### src/design/bnfp_pkg.sv
// ----------------------------------------------------------------------------
// bnfp_pkg
// Shared types and constants for the binary navigation frame parser.
// ----------------------------------------------------------------------------
`timescale 1ns / 1ps

package bnfp_pkg;

    localparam int BUFFER_BYTES_DEF = 256;

    localparam logic [7:0] SYNC_FIRST   = 8'hB5;
    localparam logic [7:0] SYNC_SECOND  = 8'h62;
    localparam int         HEADER_BYTES = 6;
    localparam int         CHECK_BYTES  = 2;

    // command codes
    localparam logic CMD_RX   = 1'b0;
    localparam logic CMD_READ = 1'b1;

    typedef struct packed {
        logic       cmd;
        logic [7:0] rx_byte;
        logic [7:0] read_index;
    } in_t;

    typedef struct packed {
        logic       frame_done;
        logic       frame_good;
        logic [7:0] frame_class;
        logic [7:0] msg_ident;
        logic [7:0] frame_length;
        logic [7:0] read_data;
    } out_t;

endpackage

### src/design/binary_nav_frame_parser.sv
// ----------------------------------------------------------------------------
// binary_nav_frame_parser
// Byte-serial parser for sync-prefixed binary navigation frames with a
// Fletcher-8 check and a frame buffer that software can read back.
//
// Input channel (s_): one transaction per byte. cmd CMD_RX feeds a receiver
// byte into the parser; cmd CMD_READ reads frame buffer entry read_index
// (wrapped to the buffer depth). Every input transaction gives exactly one
// result transaction on the m_ channel, in order.
// The result is registered and presented in the cycle after the input transaction.
// Throughput: one transaction per cycle, sustained while m_ready is high.
// The parser state update and the single buffer write port take every accepted byte.
// The longest frame held is BUFFER_BYTES - 1 bytes; longer frames are dropped.
// Reset (aresetn low, synchronous): parser waits for the first sync byte,
// the output stage is emptied. Buffer contents are not cleared.
// Receiver stall: the result stays on m_data until taken; s_ready drops only
// while a result is held and m_ready is low.
// ----------------------------------------------------------------------------
`timescale 1ns / 1ps

module binary_nav_frame_parser #(
    parameter int BUFFER_BYTES = bnfp_pkg::BUFFER_BYTES_DEF
) (
    input  logic           aclk,
    input  logic           aresetn,
    input  logic           s_valid,
    output logic           s_ready,
    input  bnfp_pkg::in_t  s_data,
    output logic           m_valid,
    input  logic           m_ready,
    output bnfp_pkg::out_t m_data
);
    import bnfp_pkg::*;

    // buffer address / byte position width
    localparam int AW = $clog2(BUFFER_BYTES);

    typedef enum logic [3:0] {
        PH_SYNC1   = 4'd0,
        PH_SYNC2   = 4'd1,
        PH_CLASS   = 4'd2,
        PH_IDENT   = 4'd3,
        PH_LEN_LO  = 4'd4,
        PH_LEN_HI  = 4'd5,
        PH_PAYLOAD = 4'd6,
        PH_CHECK_A = 4'd7,
        PH_CHECK_B = 4'd8
    } phase_t;

    // parser state
    phase_t      phase_reg,  phase_next;
    logic [AW-1:0] count_reg, count_next;
    logic [15:0] len_reg,    len_next;
    logic [7:0]  sum_a_reg,  sum_a_next;
    logic [7:0]  sum_b_reg,  sum_b_next;
    logic [7:0]  class_reg,  class_next;
    logic [7:0]  ident_reg,  ident_next;
    logic [7:0]  ck_a_reg,   ck_a_next;

    // output stage
    logic        out_valid_reg;
    out_t        out_reg, out_next;
    logic        out_is_read_reg;

    // frame buffer
    logic [7:0]    frame_mem [BUFFER_BYTES];
    logic [7:0]    rd_data_reg;
    logic [AW-1:0] wr_addr;
    logic [AW-1:0] rd_addr;

    logic   accept;
    phase_t phase_eff;
    logic [AW-1:0] count_eff;
    logic [AW-1:0] count_inc;
    logic [7:0]  b;
    logic [7:0]  sum_a_add;

    assign s_ready = !out_valid_reg || m_ready;
    assign accept  = s_valid && s_ready;
    assign b       = s_data.rx_byte;

    // read index wraps to the buffer depth
    generate
        if (BUFFER_BYTES >= 256) begin : g_rd_wide
            assign rd_addr = AW'(s_data.read_index);
        end else begin : g_rd_wrap
            logic [AW-1:0] wrap_tbl [256];
            for (genvar i = 0; i < 256; i++) begin : g_tbl
                assign wrap_tbl[i] = AW'(i % BUFFER_BYTES);
            end
            assign rd_addr = wrap_tbl[s_data.read_index];
        end
    endgenerate

    // Parser next state. A byte that would land in the last buffer slot,
    // or an unused phase code, restarts the search at position 0.
    always_comb begin
        if (phase_reg > PH_CHECK_B || count_reg >= AW'(BUFFER_BYTES - 1)) begin
            phase_eff = PH_SYNC1;
            count_eff = '0;
        end else begin
            phase_eff = phase_reg;
            count_eff = count_reg;
        end
        count_inc  = count_eff + AW'(1);
        sum_a_add  = sum_a_reg + b;

        phase_next = phase_reg;
        count_next = count_reg;
        len_next   = len_reg;
        sum_a_next = sum_a_reg;
        sum_b_next = sum_b_reg;
        class_next = class_reg;
        ident_next = ident_reg;
        ck_a_next  = ck_a_reg;
        wr_addr    = count_eff;

        out_next              = '0;
        out_next.read_data    = 8'h00;

        unique case (phase_eff)
            PH_SYNC2: begin
                if (b == SYNC_SECOND) begin
                    sum_a_next = '0;
                    sum_b_next = '0;
                    phase_next = PH_CLASS;
                    count_next = count_inc;
                end else begin
                    phase_next = PH_SYNC1;
                    count_next = '0;
                end
            end
            PH_CLASS: begin
                sum_a_next = sum_a_add;
                sum_b_next = sum_b_reg + sum_a_add;
                class_next = b;
                phase_next = PH_IDENT;
                count_next = count_inc;
            end
            PH_IDENT: begin
                sum_a_next = sum_a_add;
                sum_b_next = sum_b_reg + sum_a_add;
                ident_next = b;
                phase_next = PH_LEN_LO;
                count_next = count_inc;
            end
            PH_LEN_LO: begin
                sum_a_next = sum_a_add;
                sum_b_next = sum_b_reg + sum_a_add;
                len_next   = {8'h00, b};
                phase_next = PH_LEN_HI;
                count_next = count_inc;
            end
            PH_LEN_HI: begin
                sum_a_next = sum_a_add;
                sum_b_next = sum_b_reg + sum_a_add;
                len_next   = {b, len_reg[7:0]};
                // empty payload goes straight to the check bytes
                phase_next = ({b, len_reg[7:0]} == 16'h0000) ? PH_CHECK_A : PH_PAYLOAD;
                count_next = count_inc;
            end
            PH_PAYLOAD: begin
                sum_a_next = sum_a_add;
                sum_b_next = sum_b_reg + sum_a_add;
                count_next = count_inc;
                if (17'(count_inc) == 17'(len_reg) + 17'(HEADER_BYTES)) begin
                    phase_next = PH_CHECK_A;
                end
            end
            PH_CHECK_A: begin
                ck_a_next  = b;
                phase_next = PH_CHECK_B;
                count_next = count_inc;
            end
            PH_CHECK_B: begin
                out_next.frame_done   = 1'b1;
                out_next.frame_good   = (ck_a_reg == sum_a_reg) && (b == sum_b_reg);
                out_next.frame_class  = class_reg;
                out_next.msg_ident    = ident_reg;
                out_next.frame_length = len_reg[7:0] + 8'(HEADER_BYTES + CHECK_BYTES);
                phase_next = PH_SYNC1;
                count_next = '0;
            end
            default: begin
                wr_addr = '0;
                if (b == SYNC_FIRST) begin
                    phase_next = PH_SYNC2;
                    count_next = AW'(1);
                end else begin
                    phase_next = PH_SYNC1;
                    count_next = '0;
                end
            end
        endcase
    end

    // Parser state and output stage
    always_ff @(posedge aclk) begin
        if (!aresetn) begin
            phase_reg     <= PH_SYNC1;
            count_reg     <= '0;
            len_reg       <= '0;
            sum_a_reg     <= '0;
            sum_b_reg     <= '0;
            out_valid_reg <= 1'b0;
        end else begin
            if (accept) begin
                out_valid_reg <= 1'b1;
            end else if (m_ready) begin
                out_valid_reg <= 1'b0;
            end
            if (accept && s_data.cmd == CMD_RX) begin
                phase_reg <= phase_next;
                count_reg <= count_next;
                len_reg   <= len_next;
                sum_a_reg <= sum_a_next;
                sum_b_reg <= sum_b_next;
            end
        end
        if (accept) begin
            out_is_read_reg <= (s_data.cmd == CMD_READ);
            if (s_data.cmd == CMD_RX) begin
                out_reg   <= out_next;
                class_reg <= class_next;
                ident_reg <= ident_next;
                ck_a_reg  <= ck_a_next;
            end else begin
                out_reg <= '0;
            end
        end
    end

    // Frame buffer: one write port, one registered read port.
    // A read transaction never shares a cycle with a write, so it sees every earlier write.
    always_ff @(posedge aclk) begin
        if (accept && s_data.cmd == CMD_RX) begin
            frame_mem[wr_addr] <= b;
        end
        if (accept && s_data.cmd == CMD_READ) begin
            rd_data_reg <= frame_mem[rd_addr];
        end
    end

    always_comb begin
        m_data           = out_reg;
        m_data.read_data = out_is_read_reg ? rd_data_reg : 8'h00;
    end
    assign m_valid = out_valid_reg;

    // ------------------------------------------------------------------------
    // Assertions
    // ------------------------------------------------------------------------
    a_good_needs_done: assert property (@(posedge aclk) disable iff (!aresetn)
        m_valid && m_data.frame_good |-> m_data.frame_done)
        else $error("frame_good without frame_done");

    a_count_in_range: assert property (@(posedge aclk) disable iff (!aresetn)
        count_reg <= AW'(BUFFER_BYTES - 1))
        else $error("byte position beyond buffer");

    a_sync1_at_zero: assert property (@(posedge aclk) disable iff (!aresetn)
        phase_reg == PH_SYNC1 |-> count_reg == '0)
        else $error("sync search not at position zero");

    a_check_b_done: assert property (@(posedge aclk) disable iff (!aresetn)
        accept && s_data.cmd == CMD_RX && phase_eff == PH_CHECK_B
        |=> m_valid && m_data.frame_done)
        else $error("second check byte did not complete a frame");

    a_read_no_done: assert property (@(posedge aclk) disable iff (!aresetn)
        accept && s_data.cmd == CMD_READ |=> m_valid && !m_data.frame_done)
        else $error("read transaction reported a frame");

endmodule

### config.mk
export PLATFORM = sky130hd
export DESIGN_NAME = binary_nav_frame_parser
export DESIGN_NICKNAME = d
export VERILOG_FILES = /design/src/design/bnfp_pkg.sv /design/src/design/binary_nav_frame_parser.sv
export SDC_FILE = /design/constraint.sdc
export NUM_CORES = 2
export LEC_CHECK = 0
export ABC_AREA = 1
export BUFFER_PORTS_ARGS = -buffer_cell sky130_fd_sc_hd__buf_2
export CAP_MARGIN = 5
export CORE_AREA = 2 2 385 387
export DETAILED_ROUTE_END_ITERATION = 16
export DIE_AREA = 0 0 387 389
export PLACE_DENSITY_LB_ADDON = 0.25
export SLEW_MARGIN = 20
export SYNTH_ARGS = -nofsm -noshare
export SYNTH_HDL_FRONTEND = slang
export SYNTH_SLANG_ARGS = --single-unit
### constraint.sdc
create_clock -name aclk -period 7.1 [get_ports aclk]
set_input_delay 1.42 -clock aclk [delete_from_list [all_inputs] [get_ports aclk]]
set_output_delay 1.42 -clock aclk [all_outputs]
set_load 0.005 [all_outputs]
* Yosys cells after proc, flatten, opt, wreduce, memory -nomap -nowiden *
Memory sizes are Yosys's and may differ from the RTL's. A register that Yosys moved wholly into a read port is not among the register bits.
Cells that the tools add are included.

word-level totals
  memory bits (read-only) = 0
  memories = 1
  bits in latches = 0
  logic and storage cells = 85
  input port bits = 21
  flip-flop bits (word level) = 96
  RAM bits = 2048
  output and inout bits = 36

memory list
  memory     depth  width  read ports  clocked after memory_dff  wr ports  line                           text
  frame_mem  256    8      1           1                         1         binary_nav_frame_parser.sv:66  logic [7:0] frame_mem [BUFFER_BYTES];

operators by class
  bitwise operators = 3
  equal/unequal tests = 15
  $lt $le $gt $ge = 2
  reductions and logical operators = 22
  add/sub/neg operators = 5
  shifts and indexed selects = 0
  multipliers = 0
  divide/modulo/power cells = 0
  multiplexer cells = 21

operator list
  cell                                                 number
  two-way mux 8 bit                                    5
  one-hot mux 16 bit (2 select lines)                  1
  one-hot mux 4 bit (8 select lines)                   1
  one-hot mux 8 bit (2 select lines)                   2
  two-way mux 26 bit                                   1
  one-hot mux 8 bit (3 select lines)                   1
  adder 16 x 3 -> 17 bit, second input constant        1
  equality test 8 x 17 -> 1 bit                        1
  adder 8 bit                                          2
  equality test 4 x 3 -> 1 bit, second input constant  4
  equality test 8 bit                                  2
  logical NOT 16 bit                                   1
  AND reduction 3 bit                                  5
  adder 8 x 1 -> 8 bit, second input constant          1
  adder 8 x 4 -> 8 bit, second input constant          1
  equality test 4 x 2 -> 1 bit, second input constant  2
  equality test 8 x 7 -> 1 bit, second input constant  1
  equality test 8 bit, second input constant           1
  >= comparator 8 bit, second input constant           1
  two-way mux 4 bit                                    2
  OR reduction 8 bit                                   1
  two-way mux 1 bit                                    7
  nonzero test 2 bit                                   3
  OR reduction 6 bit                                   1
  12 further kinds                                     20

* Logic depth before layout (Yosys ltp) *
  depth after elaboration = 7
  mapped depth = 19
  depth with buffers taken out = 19

* Worst setup path after synthesis *
No wires, ideal clock.

  path kind = input -> register
  start = input m_ready
  end = register class_reg[0], enable pin
  arrival time = 3.386 ns
  buffers on the path = 1
  data required time = 6.705 ns
  cell stages on the path = 7
  path slack = 3.320 ns
  setup time = 0.395 ns
  path through = inv_1 nand2_1 nand2_1 nor2_4 clkinv_1 clkbuf_1 nor4_1

between the ends
  word-level cells in the longest chain between the ends = 3

ends and longest elaborated chain
  item                                  line                            text
  start, declared                       binary_nav_frame_parser.sv:30   input logic m_ready,
  logical OR 1 bit                      binary_nav_frame_parser.sv:78   assign s_ready = !out_valid_reg || m_ready;
  via s_ready                           binary_nav_frame_parser.sv:27   output logic s_ready,
  logical AND 1 bit                     binary_nav_frame_parser.sv:79   assign accept = s_valid && s_ready;
  AND reduction 3 bit (no source line)  -
  end signal, assigned                  binary_nav_frame_parser.sv:224  class_reg <= class_next;
  end, declared                         binary_nav_frame_parser.sv:56   logic [7:0] class_reg, class_next;

The timed path passes the listed nets, and every way through them passes these cells.
A chain may end at the register's enable or synchronous reset.

* Final worst setup path *
  start = register count_reg[3]
  end = memory frame_mem[32][1], enable pin

between the ends
  word-level cells in the longest chain between the ends = 6
  elaborated cells on any way between the ends = 14
  classes of those cells = order compare (1); eq/ne (8); mux (3); reduce/logical (2)

ends and longest elaborated chain
  item                                                  line                            text
  start, declared                                       binary_nav_frame_parser.sv:52   logic [AW-1:0] count_reg, count_next;
  start signal, assigned                                binary_nav_frame_parser.sv:214  count_reg <= count_next;
  >= comparator 8 bit                                   binary_nav_frame_parser.sv:98   if (phase_reg > PH_CHECK_B || count_reg >= AW'(BUFFER_BYTES - 1)) begin
  logical OR 1 bit                                      binary_nav_frame_parser.sv:98
  two-way mux 4 bit                                     binary_nav_frame_parser.sv:98
  equality test 4 x 3 -> 1 bit (tied with other cells)  binary_nav_frame_parser.sv:121  unique case (phase_eff)
  OR reduction 8 bit (no source line)                   -
  two-way mux 8 bit *                                   binary_nav_frame_parser.sv:121
  end, declared                                         binary_nav_frame_parser.sv:66

Mark *: on every way between the ends. The rest lies on a longest branch, timed or not.

==> summary.txt <==
Die
  – Placeable core area: ~150000 µm²
  – Die span in x: roughly 390 µm
  – Starting utilization of the core area: 0.594
  – I/O pin total: 57
  – Die Y: slightly below 400 µm
  – Die Area: approximately 150000 µm²
  – FP Rows: ~140

Routing
  – Number of design-rule violations left by the first detailed-router iteration: roughly 7500
  – Total via count in the routed design: around 58000
  – Routed len/inst: between 20 and 25 µm
  – Avg Vias per Cell: 6.37
  – # DRC: 0
  – Post-detailed-routing wire length: 226 mm
  – Antenna violation net count after detailed routing: 0
  – 1st-pass router iterations: 7

STA
  – Worst slew margin: 0.141
  – Final setup violation count: 0
  – Maximum clock rate: 0.234 GHz
  – Period utilisation layout: 0.603
  – Final hold slack: 0.467 ns
  – Worst-margin pin slew: ~1.3 ns
  – Unrepaired setup endpoints after global routing: false
  – Clock period minus worst slack: about 4.3 ns
  – Final count of pins violating max slew: 0
  – Total negative setup slack: 0 ns
  – Clk_skew: about 0.048 ns
  – Count of endpoints failing hold in the final timing report: 0

Setup path
  – Reg-to-Reg Start: count_reg[3]
  – CP bufs+invs: 4
  – Timing endpoint of the critical path: frame_mem[32][1]
  – Maximum fanout count along the critical path: 13
  – Most numerous cell on the critical path: nand2_1
  – Cell count of the worst reg-to-reg path: 13
  – Reg-to-Reg End: frame_mem[32][1]
  – WP depth: 13
  – Required time at the worst-slack endpoint: around 7.6 ns
  – Setup Crit Path Kind: reg -> reg
  – Dominant delay contributor by cell family on the critical path: simple AND/OR/NAND/NOR gates
  – CP max stage cell: nor2_1
  – Setup slack, reg-to-reg: about 2.8 ns
  – Critical Path Max Stage Delay: 1.00 ns
  – CP Launch Type: flip-flop
  – Worst setup path startpoint: count_reg[3]
  – Ordered list of cells on the worst path: nand2_1 > nor2_4 > nand2_4 > nand2_8 > inv_6 > o41ai_4 > buf_4 > inv_2 > nand2_1 > nand2_2 > inv_1 > nand3_2 > nor2_1
  – Arrival time at the worst endpoint: 4.76 ns
  – Kind of end point of the critical path: flip-flop

Logic synthesis
  – Post-synthesis average cell area: 12.2 µm²
  – Number of register bits inferred by synthesis: around 2200
  – Share of flip-flops with an asynchronous set or reset after synthesis: 0
  – Area share of the leading cell type in the synthesized netlist: 0.726
  – Cell types with the largest area share after synthesis: edfxtp_1 73%, o21ai_0 5.9%, nor2_1 5.8%
  – Number of flops mapped to enable cells by yosys: 2107
  – Dominant register cell in the synthesized netlist: edfxtp_1
  – Fraction of the yosys area taken by sequential cells: 0.737
  – Dominant cell type by area after synthesis: edfxtp_1
  – Number of warnings issued by yosys: 0
  – Commonest cells post-synth: 2107 x edfxtp_1, 1352 x nor2_1, 1034 x o21ai_0
  – Synthesized area: 87100 µm²
  – Instance count of the mapped netlist: roughly 7100
  – Most numerous cell in the Yosys netlist: edfxtp_1
  – Netlist cell types: 52

Final layout
  – Post-route core utilization: 0.650
  – Largest register FFs: 2048
  – Post-synthesis to final-layout area growth: 9.30%
  – Layout filler cell count: 10400
  – Cell Count, Final, Fillers Out: approximately 9100
  – Proportion of layout cells with a drive suffix above 1: 0.0666
  – Total Nets Final: 7000

Clocking
  – Root Driver: clkbuf_16
  – CTS sink cnt: approximately 2200
  – Clock slew at reported path FFs: approximately 0.060 ns
  – Setup fix buffers added after clock tree synthesis: 0
  – Clock buffer depth: 3
  – CTS tree: done
  – Hold-fix buffers at CTS: 0
  – Post-cts sizing count: 0
  – Number of CTS-inserted buffers: just over 200
  – Htree depth: 4
  – Clock latency of the later-clocked register in the worst-skew pair: around 0.85 ns

Power
  – Leakage power of the design: 30.7 nW
  – IR drop worst, VDD: about 240 µV
  – Power density of the placed cells: about 270 nW/µm²

Status
  – Outcome: completed

GRT
  – Global route total overflow: 0
  – Total routing usage reported by global routing: 0.297
  – Via count of the first global-routing pass: roughly 54000
  – Largest net degree at the start of global routing: ~200
  – Antenna violations before repair: 7
  – First-pass GRT wire length: around 340 mm

Placement
  – Routability cong.: 0.866
  – Number of buffers inserted by port buffering: between 50 and 60
  – Placed wire-length estimate: roughly 120 mm
  – Placed insts: just under 9000

Min path
  – Worst hold-check path type: reg -> reg
  – Worst hold path startpoint: len_reg[0]
  – Min-Delay Path Depth: 2

Flow run
  – Count of max-cap constraint violations: 0
-- layout by cell type (no fill, tap or decap), types with 8 or more instances in the layout --
cell       instances
edfxtp_1        2107
nor2_1          1352
o21ai_0         1034
nand2_1          696
nand3_1          523
o22ai_1          512
clkbuf_16        206
inv_1            105
a21oi_1           75
clkinv_1          49
buf_4             49
dfxtp_1           45
clkbuf_1          44
buf_2             44
clkinv_2          34
buf_12            24
xnor2_1           20
nor2_2            17
ha_1              17
xor2_1            16
bufinv_16         16
nand4_1           13
buf_8             11
inv_2             10
nor2_4             9
or2_1              8
conb_1             8
-- how the worst min path moves through the flow --
stage                  to  slack (ns)
2_1_floorplan  len_reg[0]        0.45
3_3_place_gp   len_reg[0]        0.45
3_5_place_dp   len_reg[0]        0.46
4_1_cts        len_reg[0]        0.47
5_1_grt        len_reg[0]        0.49
6_report       len_reg[0]        0.47
-- report_power, final --
part	internal [mW]	total, mW	leakage, nW	switching, mW
logic	0.374	1.52	8.22	1.14
registers	14.0	14.0	19.3	0.0143
clock network	5.91	10.6	3.14	4.68
total	20.3	26.1	30.7	5.83
-- kinds of logic after synthesis --
family | synth area share
other | 0.0000430
XOR/XNOR | 0.00362
flip-flops | 0.737
AND/OR/NAND/NOR | 0.126
adder cells (fa/ha/maj) | 0.00290
buffers and inverters | 0.0291
AO/OA/AOI/OAI | 0.102
-- layer usage --
layer,GRT usage,share of wire,vias to the layer above
li1,-,-,25600
met1,0.415,0.38,28200
met5,0,0.00024,-
met2,0.457,0.46,3383
met3,0.0716,0.12,474
met4,0.114,0.037,10
-- area by class of cell --
cell class	count	area, µm²	share of cell area
clock buffers	250	5320	0.0559
multi-input cells	4351	20500	0.215
diodes	2	5.00	0.0000526
repair buffers	128	1230	0.0130
inverters	122	490	0.00515
well taps	1930	2410	0.0254
clock inverters	118	1130	0.0119
flip-flops and latches	2152	64200	0.674
-- per-stage QoR --
stage                     instance area, µm²  worst slack [ns]  total power [mW]
after floorplan                        87200              3.32              15.1
after global placement                 88800              2.29              15.7
after detailed placement               88800              2.26              15.7
after global routing                   95200              2.72              26.7
final                                  95200              2.82              26.1
after CTS                              95200              2.96              26.1
-- tightest hold or removal path, delay by kind of cell (launching register included) --
| family | cells | cell delay (ns) |
|---|---|---|
| flip-flops | 1 | 0.31 |
| AO/OA/AOI/OAI | 1 | 0.05 |
| AND/OR/NAND/NOR | 1 | 0.06 |
Power figures use the tool's default switching activity.
